[src/rtl/core/bfsj_pkg.sv]
// Shared types and constants of the breaker failure start judge.
package bfsj_pkg;

  localparam int CW     = 24;  // width of one phasor component
  localparam int TW     = 32;  // time tick width
  localparam int LVL_W  = 23;  // threshold register width
  localparam int HOLD_W = 8;
  localparam int XW     = 45;  // raw component width before rounding
  localparam int RW     = 26;  // clamped component width
  localparam int RAD_W  = 50;  // sum of squares width
  localparam int MAG_W  = 25;  // magnitude width
  localparam int IN_W   = 392;
  localparam int OUT_W  = 8;
  localparam int SEL_W  = 3;
  localparam int N_MAG  = 7;

  localparam logic signed [17:0] SQRT3_Q16 = 18'sd113512;
  localparam logic signed [XW-1:0] MAG_CAP = XW'(64'sd16777216);

  // Magnitude slots, in the order they are computed.
  localparam logic [SEL_W-1:0] SEL_A   = 3'd0;
  localparam logic [SEL_W-1:0] SEL_B   = 3'd1;
  localparam logic [SEL_W-1:0] SEL_C   = 3'd2;
  localparam logic [SEL_W-1:0] SEL_I0  = 3'd3;
  localparam logic [SEL_W-1:0] SEL_I2  = 3'd4;
  localparam logic [SEL_W-1:0] SEL_MI0 = 3'd5;
  localparam logic [SEL_W-1:0] SEL_MI2 = 3'd6;

  // Configuration register indexes.
  localparam logic [2:0] REG_PHASE_OVER = 3'd0;
  localparam logic [2:0] REG_ZERO_CHG   = 3'd1;
  localparam logic [2:0] REG_MEM_LOW    = 3'd2;
  localparam logic [2:0] REG_SEQ_PICKUP = 3'd3;
  localparam logic [2:0] REG_INST_SUM   = 3'd4;
  localparam logic [2:0] REG_HOLD_TICKS = 3'd5;

  // Result word with only start_res and in_zero_hold set.
  localparam logic [OUT_W-1:0] HOLD_WORD = 8'h03;

  typedef struct packed {
    logic             load;
    logic             comp;
    logic             rnd;
    logic             sqr;
    logic             sqrt_start;
    logic             store;
    logic             commit_hold;
    logic             commit_full;
    logic [SEL_W-1:0] sel;
  } cmd_t;

  typedef struct packed {
    logic zhold_hit;
    logic sqrt_done;
    logic out_free;
  } sts_t;

endpackage

[src/rtl/core/bfsj_ctrl.sv]
// Judge sequencer: seven magnitudes and final decision, or the zero-sequence hold.
module bfsj_ctrl
  import bfsj_pkg::*;
(
  input  logic clk,
  input  logic rst_n,
  input  logic in_tvalid,
  output logic in_tready,
  input  sts_t sts,
  output cmd_t cmd
);

  typedef enum logic [8:0] {
    S_IDLE  = 9'b000000001,
    S_CHECK = 9'b000000010,
    S_COMP  = 9'b000000100,
    S_RND   = 9'b000001000,
    S_SQR   = 9'b000010000,
    S_ADD   = 9'b000100000,
    S_ROOT  = 9'b001000000,
    S_FINAL = 9'b010000000,
    S_SPARE = 9'b100000000
  } state_t;

  state_t           st_r, st_nxt;
  logic [SEL_W-1:0] sel_r, sel_nxt;

  always_comb begin
    st_nxt  = st_r;
    sel_nxt = sel_r;
    cmd     = '0;
    cmd.sel = sel_r;
    case (st_r)
      S_IDLE: begin
        if (in_tvalid) begin
          cmd.load = 1'b1;
          st_nxt   = S_CHECK;
        end
      end
      S_CHECK: begin
        if (sts.zhold_hit) begin
          if (sts.out_free) begin
            cmd.commit_hold = 1'b1;
            st_nxt          = S_IDLE;
          end
        end else begin
          sel_nxt = SEL_A;
          st_nxt  = S_COMP;
        end
      end
      S_COMP: begin
        cmd.comp = 1'b1;
        st_nxt   = S_RND;
      end
      S_RND: begin
        cmd.rnd = 1'b1;
        st_nxt  = S_SQR;
      end
      S_SQR: begin
        cmd.sqr = 1'b1;
        st_nxt  = S_ADD;
      end
      S_ADD: begin
        cmd.sqrt_start = 1'b1;
        st_nxt         = S_ROOT;
      end
      S_ROOT: begin
        if (sts.sqrt_done) begin
          cmd.store = 1'b1;
          if (sel_r == SEL_MI2) begin
            st_nxt = S_FINAL;
          end else begin
            sel_nxt = sel_r + 3'd1;
            st_nxt  = S_COMP;
          end
        end
      end
      S_FINAL: begin
        if (sts.out_free) begin
          cmd.commit_full = 1'b1;
          st_nxt          = S_IDLE;
        end
      end
      default: st_nxt = S_IDLE;
    endcase
  end

  always_ff @(posedge clk) begin
    if (!rst_n) begin
      st_r  <= S_IDLE;
      sel_r <= SEL_A;
    end else begin
      st_r  <= st_nxt;
      sel_r <= sel_nxt;
    end
  end

  assign in_tready = (st_r == S_IDLE);

  // The root unit only finishes while the sequencer waits for it.
  a_done_in_root: assert property (@(posedge clk) disable iff (!rst_n)
    sts.sqrt_done |-> st_r == S_ROOT)
    else $error("root finished outside the wait state");

endmodule

[config.mk]
export PLATFORM = sky130hd
export DESIGN_NAME = bfsj_ctrl
export DESIGN_NICKNAME = d
export VERILOG_FILES = /design/src/rtl/core/bfsj_pkg.sv /design/src/rtl/core/bfsj_ctrl.sv
export SDC_FILE = /design/constraint.sdc
export NUM_CORES = 1
export LEC_CHECK = 0
export ABC_AREA = 1
export ABC_CLOCK_PERIOD_IN_PS = 2200
export BUFFER_PORTS_ARGS = -buffer_cell sky130_fd_sc_hd__buf_2
export CORE_MARGIN = 2
export CORE_UTILIZATION = 50
export DETAILED_ROUTE_END_ITERATION = 8
export GPL_ROUTABILITY_DRIVEN = 0
export PLACE_DENSITY_LB_ADDON = 0.05
export SLEW_MARGIN = 40
export SYNTH_ARGS = -nofsm -noshare
export SYNTH_HDL_FRONTEND = slang
export SYNTH_SLANG_ARGS = --single-unit
[constraint.sdc]
create_clock -name clk -period 2.2 [get_ports clk]
set_clock_uncertainty 0.15 [all_clocks]
set_input_delay 0.22 -clock clk [delete_from_list [all_inputs] [get_ports clk]]
set_output_delay 0.22 -clock clk [all_outputs]
set_load 0.1 [all_outputs]
==> insert_results.sql, run 1 <==
INSERT INTO impl_metrics (metric_group, metric, value, unit) VALUES
('sta', 'maxClockFrequency', '491', 'MHz'),
('logic_synthesis', 'synth_common_cells', '28 x nor2_1, 25 x nand2_1, 19 x inv_1', ''),
('worst_setup_path', 'reg2regPathDepth', '6', ''),
('logic_synthesis', 'post_synth_xor_area_fraction', '1.06', '%'),
('logic_synthesis', 'post_synth_inst_count', '132', ''),
('die', 'start_util', '54.4', '%'),
('logic_synthesis', 'synthSimpleGateAreaFrac', '53.7', '%'),
('placed_design', 'dpl.hpwl', '1420', 'µm'),
('power_and_ir_drop', 'clockPowerShare', '37.7', '%'),
('power_and_ir_drop', 'internal_power', '338', 'µW'),
('sta', 'final_max_slew_viol_count', '0', ''),
('worst_setup_path', 'critical-path-top-delay-family', 'simple AND/OR/NAND/NOR gates', ''),
('logic_synthesis', 'synth_ff_type', 'dfxtp_1', ''),
('detailed_routing', 'vias_per_cell', '4.93', ''),
('detailed_routing', 'wire_length_per_cell', '10.5', 'µm'),
('logic_synthesis', 'nets_in_the_synthesized_netlist', '140', ''),
('logic_synthesis', 'yosysSeqAreaShare', '29.0', '%'),
('logic_synthesis', 'post-synth-top-area-fraction', '29.0', '%'),
('worst_hold_path', 'whs_path_depth', '3', ''),
('clock_tree', 'clock_latency', '0.28', 'ns'),
('clock_tree', 'post_cts_resized', '0', ''),
('detailed_routing', 'drt_pre_antenna_iters', '4', ''),
('power_and_ir_drop', 'report.power.total', '479', 'µW'),
('sta', 'timing.final.setup_violations', '0', ''),
('logic_synthesis', 'synth.yosys.warnings', '0', ''),
('clock_tree', 'tritoncts_clock_tree', 'done', ''),
('power_and_ir_drop', 'combPwrFrac', '15.0', '%'),
('logic_synthesis', 'synth_async_sr_flop_share', '0', '%'),
('detailed_routing', 'vias', '833', ''),
('global_routing', 'grt_antenna_before_repair', '0', ''),
('logic_synthesis', 'synth_compound_gate_area_share', '2.87', '%'),
('logic_synthesis', 'ys_ff_latch', '12', ''),
('power_and_ir_drop', 'switching_share', '29.4', '%'),
('worst_setup_path', 'timing.critical_path.mode_cell', 'nor2_2', ''),
('clock_tree', 'cts.reportedPaths.clkPinSlew', '0.08', 'ns'),
('logic_synthesis', 'post_synth_instance_area', '830', 'µm²'),
('logic_synthesis', 'avgSynthCellArea', '6.28', 'µm²'),
('logic_synthesis', 'synth.area.mux_share', '0', '%'),
('sta', 'fin_hold_ws', '0.0454', 'ns'),
('worst_setup_path', 'crit_arrival', '1.67', 'ns'),
('worst_setup_path', 'largest_stage_delay_on_the_critical_path', '0.42', 'ns'),
('cells_and_area', 'area.growth.synth_to_final', '18.9', '%'),
('cells_and_area', 'post_route_cells_drive_above_1_share', '33.3', '%'),
('cells_and_area', 'antenna_cells', '0', ''),
('worst_setup_path', 'critPathSlowestCell', 'buf_2', ''),
('worst_setup_path', 'endpoint_type_of_the_worst_setup_path', 'output pin', ''),
('cells_and_area', 'nNetsFinal', '162', ''),
('clock_tree', 'cts_inserted_buffers', '3', ''),
('worst_setup_path', 'worstSetupPathType', 'reg2out', ''),
('logic_synthesis', 'synthAdderAreaFrac', '3.02', '%'),
('logic_synthesis', 'yosysMostFrequentCell', 'nor2_1', ''),
('cells_and_area', 'multi_input_comb_area', '522', 'µm²'),
('global_routing', 'largest_net_degree_at_the_start_of_global_routing', '9', ''),
('global_routing', 'globalRouteOverflowTotal', '0', ''),
('worst_setup_path', 'worst-path-stages', '6', ''),
('status', 'status', 'finished clean', ''),
('die', 'fp-row-count', '14', ''),
('clock_tree', 'setup_bufs_post_cts', '0', ''),
('power_and_ir_drop', 'power.ir.vdd_worst', '0.444', 'mV'),
('worst_setup_path', 'crit_path_start_kind', 'flop', ''),
('die', 'floorplan_die_width', '44.7', 'µm'),
('power_and_ir_drop', 'seq_power_share', '47.2', '%'),
('cells_and_area', 'post-route-cell-area', '986', 'µm²'),
('power_and_ir_drop', 'power_switching', '141', 'µW'),
('detailed_routing', 'starting_drt_drc_count', '14', ''),
('detailed_routing', 'detail-route-antenna-nets', '0', ''),
('logic_synthesis', 'cell_types_with_the_largest_area_share_after_synthesis', 'dfxtp_1 29%, nor2_1 13%, nand2_1 11%', ''),
('worst_hold_path', 'hold_path_class', 'in2reg', ''),
('die', 'floorplan.die.height', '44.7', 'µm'),
('sta', 'rsz0062_at_grt', 'false', ''),
('logic_synthesis', 'synth_cell_type_count', '20', '');
## per-layer routing
metal	track usage, %	up-vias	wire, µm
met5	0	-	0
met4	10.9	0	36
met3	4.80	5	66
met2	34.5	16	817
met1	26.5	369	850
li1	-	443	-
## power by group through the flow
| stage | Combinational [mW] | Sequential [mW] | Clock [mW] |
|---|---|---|---|
| final | 0.0719 | 0.226 | 0.181 |
| after global routing | 0.0782 | 0.226 | 0.193 |
| after CTS | 0.0717 | 0.226 | 0.183 |
| after detailed placement | 0.0706 | 0.231 | 0 |
| after global placement | 0.0701 | 0.231 | 0 |
| after floorplan | 0.0541 | 0.232 | 0 |
## through the flow
stage                     cells  util [%]  worst slack [ns]
final                       169      64.7             0.164
after global routing        169      64.7            0.0334
after CTS                   169      64.7             0.149
after detailed placement    165      62.3             0.464
after global placement      165      62.3             0.471
after floorplan             132         -             0.143
## flip-flops by register name, summed over array words and instances (netlist names)
name	count
st_r	9
sel_r	3
## worst paths after layout
| path | start | end | slack [ns] |
|---|---|---|---|
| max reg2reg | st_r[8]$_SDFFE_PN0P_ | st_r[0]$_SDFFE_PN1P_ | 0.71 |
| max | st_r[7]$_SDFFE_PN0P_ | cmd[4] | 0.16 |
| min reg2reg | sel_r[1]$_SDFFE_PN0P_ | sel_r[1]$_SDFFE_PN0P_ | 0.38 |
| min | rst_n | sel_r[1]$_SDFFE_PN0P_ | 0.05 |
## final cells by class
| cell class | count | share of cell area [%] |
|---|---|---|
| Clock buffer | 4 | 3.68 |
| Inverter | 22 | 8.38 |
| Timing Repair Buffer | 17 | 8.63 |
| Multi-Input combinational cell | 98 | 52.9 |
| Sequential cell | 12 | 24.4 |
| Tap cell | 16 | 2.03 |
## cell usage in the layout (no fill, tap or decap), drive strengths merged
cell	n
ha	2
o21ai	1
xnor2	1
nand2	36
nand3	13
nor3	3
inv	22
or2	1
conb	1
nand4	2
nor2	35
buf	17
clkbuf	4
dfxtp	12
a21oi	3
## worst reg2reg max path: stages (launching register included)
cell and delay (ns):
dfxtp_1 0.37, nor3_2 0.27, nand2_1 0.17, a21oi_1 0.14, nor2_1 0.07, nand2_2 0.07
nand4_1 0.11
## cells by family (layout without fill, tap and decap cells)
| kind of cell | Yosys count | count (layout) |
|---|---|---|
| buffers and inverters | 22 | 43 |
| AOI/OAI and AO/OA | 4 | 4 |
| adders and majority gates | 2 | 2 |
| other | 1 | 1 |
| DFF | 12 | 12 |
| xor gates and xnor gates | 1 | 1 |
| and+or+nand+nor | 90 | 90 |
No activity file was read; power rests on OpenSTA's default activity.
==> run 2: changes to the inputs <==
--- a/config.mk
+++ b/config.mk
@@ -5,14 +5,13 @@
 export SDC_FILE = /design/constraint.sdc
 export NUM_CORES = 1
 export LEC_CHECK = 0
-export ABC_AREA = 1
 export ABC_CLOCK_PERIOD_IN_PS = 2200
 export BUFFER_PORTS_ARGS = -buffer_cell sky130_fd_sc_hd__buf_2
 export CORE_MARGIN = 2
 export CORE_UTILIZATION = 50
 export DETAILED_ROUTE_END_ITERATION = 8
 export GPL_ROUTABILITY_DRIVEN = 0
-export PLACE_DENSITY_LB_ADDON = 0.05
+export PLACE_DENSITY = 0.82
 export SLEW_MARGIN = 40
 export SYNTH_ARGS = -nofsm -noshare
 export SYNTH_HDL_FRONTEND = slang
==> run 2 against run 1 <==
Net effect:
- sequential power about the same
- clock power barely moved
- non-clock buffer count is 2 higher
- sequential cell count is the same
==> insert_results.sql, run 2 <==
INSERT INTO impl_metrics (metric_group, metric, value, unit) VALUES
('power_and_ir_drop', 'power.ir.vdd_worst', '0.324', 'mV'),
('cells_and_area', 'registers.top_by_ff_count', 'st_r', ''),
('job', 'cap_violations', '0', ''),
('clock_tree', 'clockRootBuffer', 'clkbuf_4', ''),
('cells_and_area', 'largestRegisters', 'st_r x9, sel_r x3', ''),
('logic_synthesis', 'synth.yosys.warnings', '0', ''),
('cells_and_area', 'area.growth.synth_to_final', '35.4', '%'),
('cells_and_area', 'largest_register_ffs', '9', ''),
('logic_synthesis', 'cell_types_with_the_largest_area_share_after_synthesis', 'dfxtp_1 29%, nor3_4 6.0%, nor2_1 4.6%', ''),
('logic_synthesis', 'post_synth_inst_count', '93', ''),
('clock_tree', 'htree_levels', '1', ''),
('cells_and_area', 'most_common_cell_after_layout_fill_and_taps_aside', 'buf_2', ''),
('sta', 'rsz0062_at_grt', 'false', ''),
('worst_setup_path', 'worstSetupPathType', 'reg2out', ''),
('die', 'fp-row-count', '14', ''),
('status', 'status', 'finished clean', ''),
('detailed_routing', 'drt_drc_violations_left', '0', ''),
('global_routing', 'grt_antenna_before_repair', '0', ''),
('sta', 'final_max_slew_viol_count', '0', ''),
('detailed_routing', 'vias_per_cell', '6.31', ''),
('detailed_routing', 'totalWireLength', '2120', 'µm'),
('sta', 'timing.final.setup_violations', '0', ''),
('logic_synthesis', 'synth_ff_type', 'dfxtp_1', ''),
('logic_synthesis', 'post_synth_instance_area', '820', 'µm²'),
('cells_and_area', 'antenna_cells', '0', ''),
('clock_tree', 'cts_buffer_depth', '2', ''),
('cells_and_area', 'post_route_cells_drive_above_1_share', '42.3', '%'),
('die', 'floorplan.die.height', '44.5', 'µm'),
('global_routing', 'global_route_wire_length_before_repair', '3550', 'µm'),
('logic_synthesis', 'post-synth-top-area-fraction', '29.3', '%'),
('logic_synthesis', 'netlist.top_cell.by_area', 'dfxtp_1', ''),
('detailed_routing', 'detail-route-antenna-nets', '0', ''),
('die', 'floorplan.core_area', '1520', 'µm²'),
('die', 'die-area', '1980', 'µm²'),
('detailed_routing', 'starting_drt_drc_count', '16', ''),
('worst_setup_path', 'crit_chain', 'nor3_4 > and4_2 > buf_2', ''),
('worst_setup_path', 'regToRegStartpoint', 'st_r[7]$_SDFFE_PN0P_', ''),
('placed_design', 'io_buffer_count', '17', ''),
('worst_setup_path', 'crit_path_start_kind', 'flop', ''),
('global_routing', 'track_usage', '25.0', '%'),
('power_and_ir_drop', 'total_leakage_power', '0.434', 'nW'),
('logic_synthesis', 'ys_ff_latch', '12', ''),
('cells_and_area', 'fillCellCount', '119', ''),
('global_routing', 'largest_net_degree_at_the_start_of_global_routing', '11', ''),
('worst_setup_path', 'worst-path-max-fanout', '10', ''),
('sta', 'final.min_clock_period', '2.13', 'ns'),
('worst_hold_path', 'hold_path_class', 'in2reg', ''),
('sta', 'worst_slack', '0.0718', 'ns'),
('clock_tree', 'clock_latency', '0.27', 'ns'),
('cells_and_area', 'post-route-cell-area', '1110', 'µm²'),
('logic_synthesis', 'nets_in_the_synthesized_netlist', '101', ''),
('logic_synthesis', 'avgSynthCellArea', '8.81', 'µm²'),
('worst_setup_path', 'cp_data_required_time', '1.83', 'ns'),
('global_routing', 'vias_in_the_first_global_route', '789', ''),
('logic_synthesis', 'synth_cell_type_count', '44', ''),
('sta', 'timing_hold_violations_final', '0', ''),
('worst_hold_path', 'worst_hold_startpoint', 'rst_n', ''),
('cells_and_area', 'layout.cells.most_common_list', '10 x buf_2, 8 x nor2_1, 8 x dfxtp_1', ''),
('clock_tree', 'cts.reportedPaths.clkPinSlew', '0.08', 'ns'),
('sta', 'maxClockFrequency', '470', 'MHz'),
('worst_setup_path', 'crit_arrival', '1.76', 'ns'),
('logic_synthesis', 'number_of_enable_type_register_cells_in_the_synthesized_netlist', '0', ''),
('die', 'start_util', '53.8', '%'),
('clock_tree', 'setup_bufs_post_cts', '0', ''),
('die', 'top_level_ports', '18', ''),
('worst_setup_path', 'largest_stage_delay_on_the_critical_path', '0.45', 'ns'),
('placed_design', 'place_worst_setup_slack', '0.327', 'ns'),
('die', 'floorplan_die_width', '44.5', 'µm'),
('clock_tree', 'cts_inserted_buffers', '3', ''),
('logic_synthesis', 'synth_async_sr_flop_share', '0', '%'),
('logic_synthesis', 'synth_common_cells', '12 x dfxtp_1, 10 x nor2_1, 8 x nand2_1', ''),
('sta', 'final.period_utilization', '96.7', '%'),
('cells_and_area', 'nNetsFinal', '120', ''),
('worst_setup_path', 'endpoint_type_of_the_worst_setup_path', 'output pin', ''),
('clock_tree', 'clock_sink_count', '12', ''),
('detailed_routing', 'vias', '802', ''),
('logic_synthesis', 'yosysSeqAreaShare', '29.3', '%'),
('logic_synthesis', 'yosysMostFrequentCell', 'dfxtp_1', ''),
('detailed_routing', 'drt_pre_antenna_iters', '4', ''),
('detailed_routing', 'wire_length_per_cell', '16.7', 'µm'),
('clock_tree', 'tritoncts_clock_tree', 'done', ''),
('placed_design', 'dpl.hpwl', '1610', 'µm'),
('worst_setup_path', 'critPathSlowestCell', 'dfxtp_1', ''),
('power_and_ir_drop', 'power_density', '437', 'nW/µm²'),
('placed_design', 'postPlaceCellArea', '1070', 'µm²'),
('worst_setup_path', 'worstSetupStartpoint', 'st_r[7]$_SDFFE_PN0P_', ''),
('global_routing', 'globalRouteOverflowTotal', '0', '');
-- run 2: cell count changes after synthesis, moves of 3 or more --
cell / delta
nor2_1: -18
nand2_1: -17
inv_1: -15
nand2_2: -11
nand3_1: -9
nor2_4: -5
inv_2: -3
nor3_4: +3
-- run 2: final timing paths --
kind,end,slack [ns],cells past startpoint
setup / recovery,cmd[6],0.07,3
hold / removal,st_r[6]$_SDFFE_PN0P_,0.1,2
hold reg to reg,sel_r[2]$_SDFFE_PN0P_,0.39,1
setup reg to reg,st_r[0]$_SDFFE_PN1P_,0.44,4
-- run 2: where the power goes --
part           switching (mW)  total [mW]  internal [mW]  leakage (nW)
combinational          0.0512      0.0772         0.0260         0.314
sequential            0.00671       0.227          0.220        0.0994
clock                  0.0805       0.181          0.101        0.0210
-- run 2: per-stage QoR --
stage	utilization [%]	hold slack [ns]	cells	total power, mW	setup TNS [ns]
5_1_grt	72.8	0.0907	127	0.504	0
2_1_floorplan	-	0.188	93	0.289	-0.235
4_1_cts	72.5	0.0822	127	0.490	0
3_3_place_gp	70.1	0.351	123	0.307	0
6_report	72.8	0.0986	127	0.485	0
3_5_place_dp	70.1	0.376	123	0.308	0
-- run 2: cell families after synthesis --
| logic type | after synthesis | synth area share [%] |
|---|---|---|
| flip-flops | 12 | 29.3 |
| AND/OR/NAND/NOR | 49 | 42.0 |
| adder cells (fa/ha/maj) | 2 | 3.05 |
| AO/OA/AOI/OAI | 18 | 17.7 |
| other | 1 | 0.458 |
| XOR/XNOR | 2 | 2.14 |
| buffers and inverters | 9 | 5.34 |
-- run 2: routing by layer --
layer / track usage [%] / wire length [µm] / vias to the layer above
met3: 3.27 / 91 / 2
met2: 43.2 / 1130 / 24
met5: 0 / 0 / -
met1: 29.3 / 883 / 384
li1: - / - / 392
met4: 13.9 / 17 / 0
-- run 2: worst max-delay path: cells and delay by family (launching register included) --
kind                   cells  cell delay [ns]
DFF                        1             0.45
buffers and inverters      1             0.43
and+or+nand+nor            2             0.60
-- run 2: area by class of cell --
| class | count | area [µm²] | share of cell area (%) |
|---|---|---|---|
| inverter | 4 | 15.0 | 1.35 |
| timing repair buffer | 19 | 193 | 17.4 |
| tap | 16 | 20.0 | 1.80 |
| sequential | 12 | 245 | 22.1 |
| clock buffer | 4 | 36.3 | 3.27 |
| multi-input combinational | 72 | 601 | 54.1 |
-- run 2: what timing repair did --
item | 4_1_cts | 5_1_grt
hold buffers | 0 | 0
resized for setup | 0 | 3
endpoints found under the setup margin | 0 | 6
hold endpoints to repair | 0 | 0
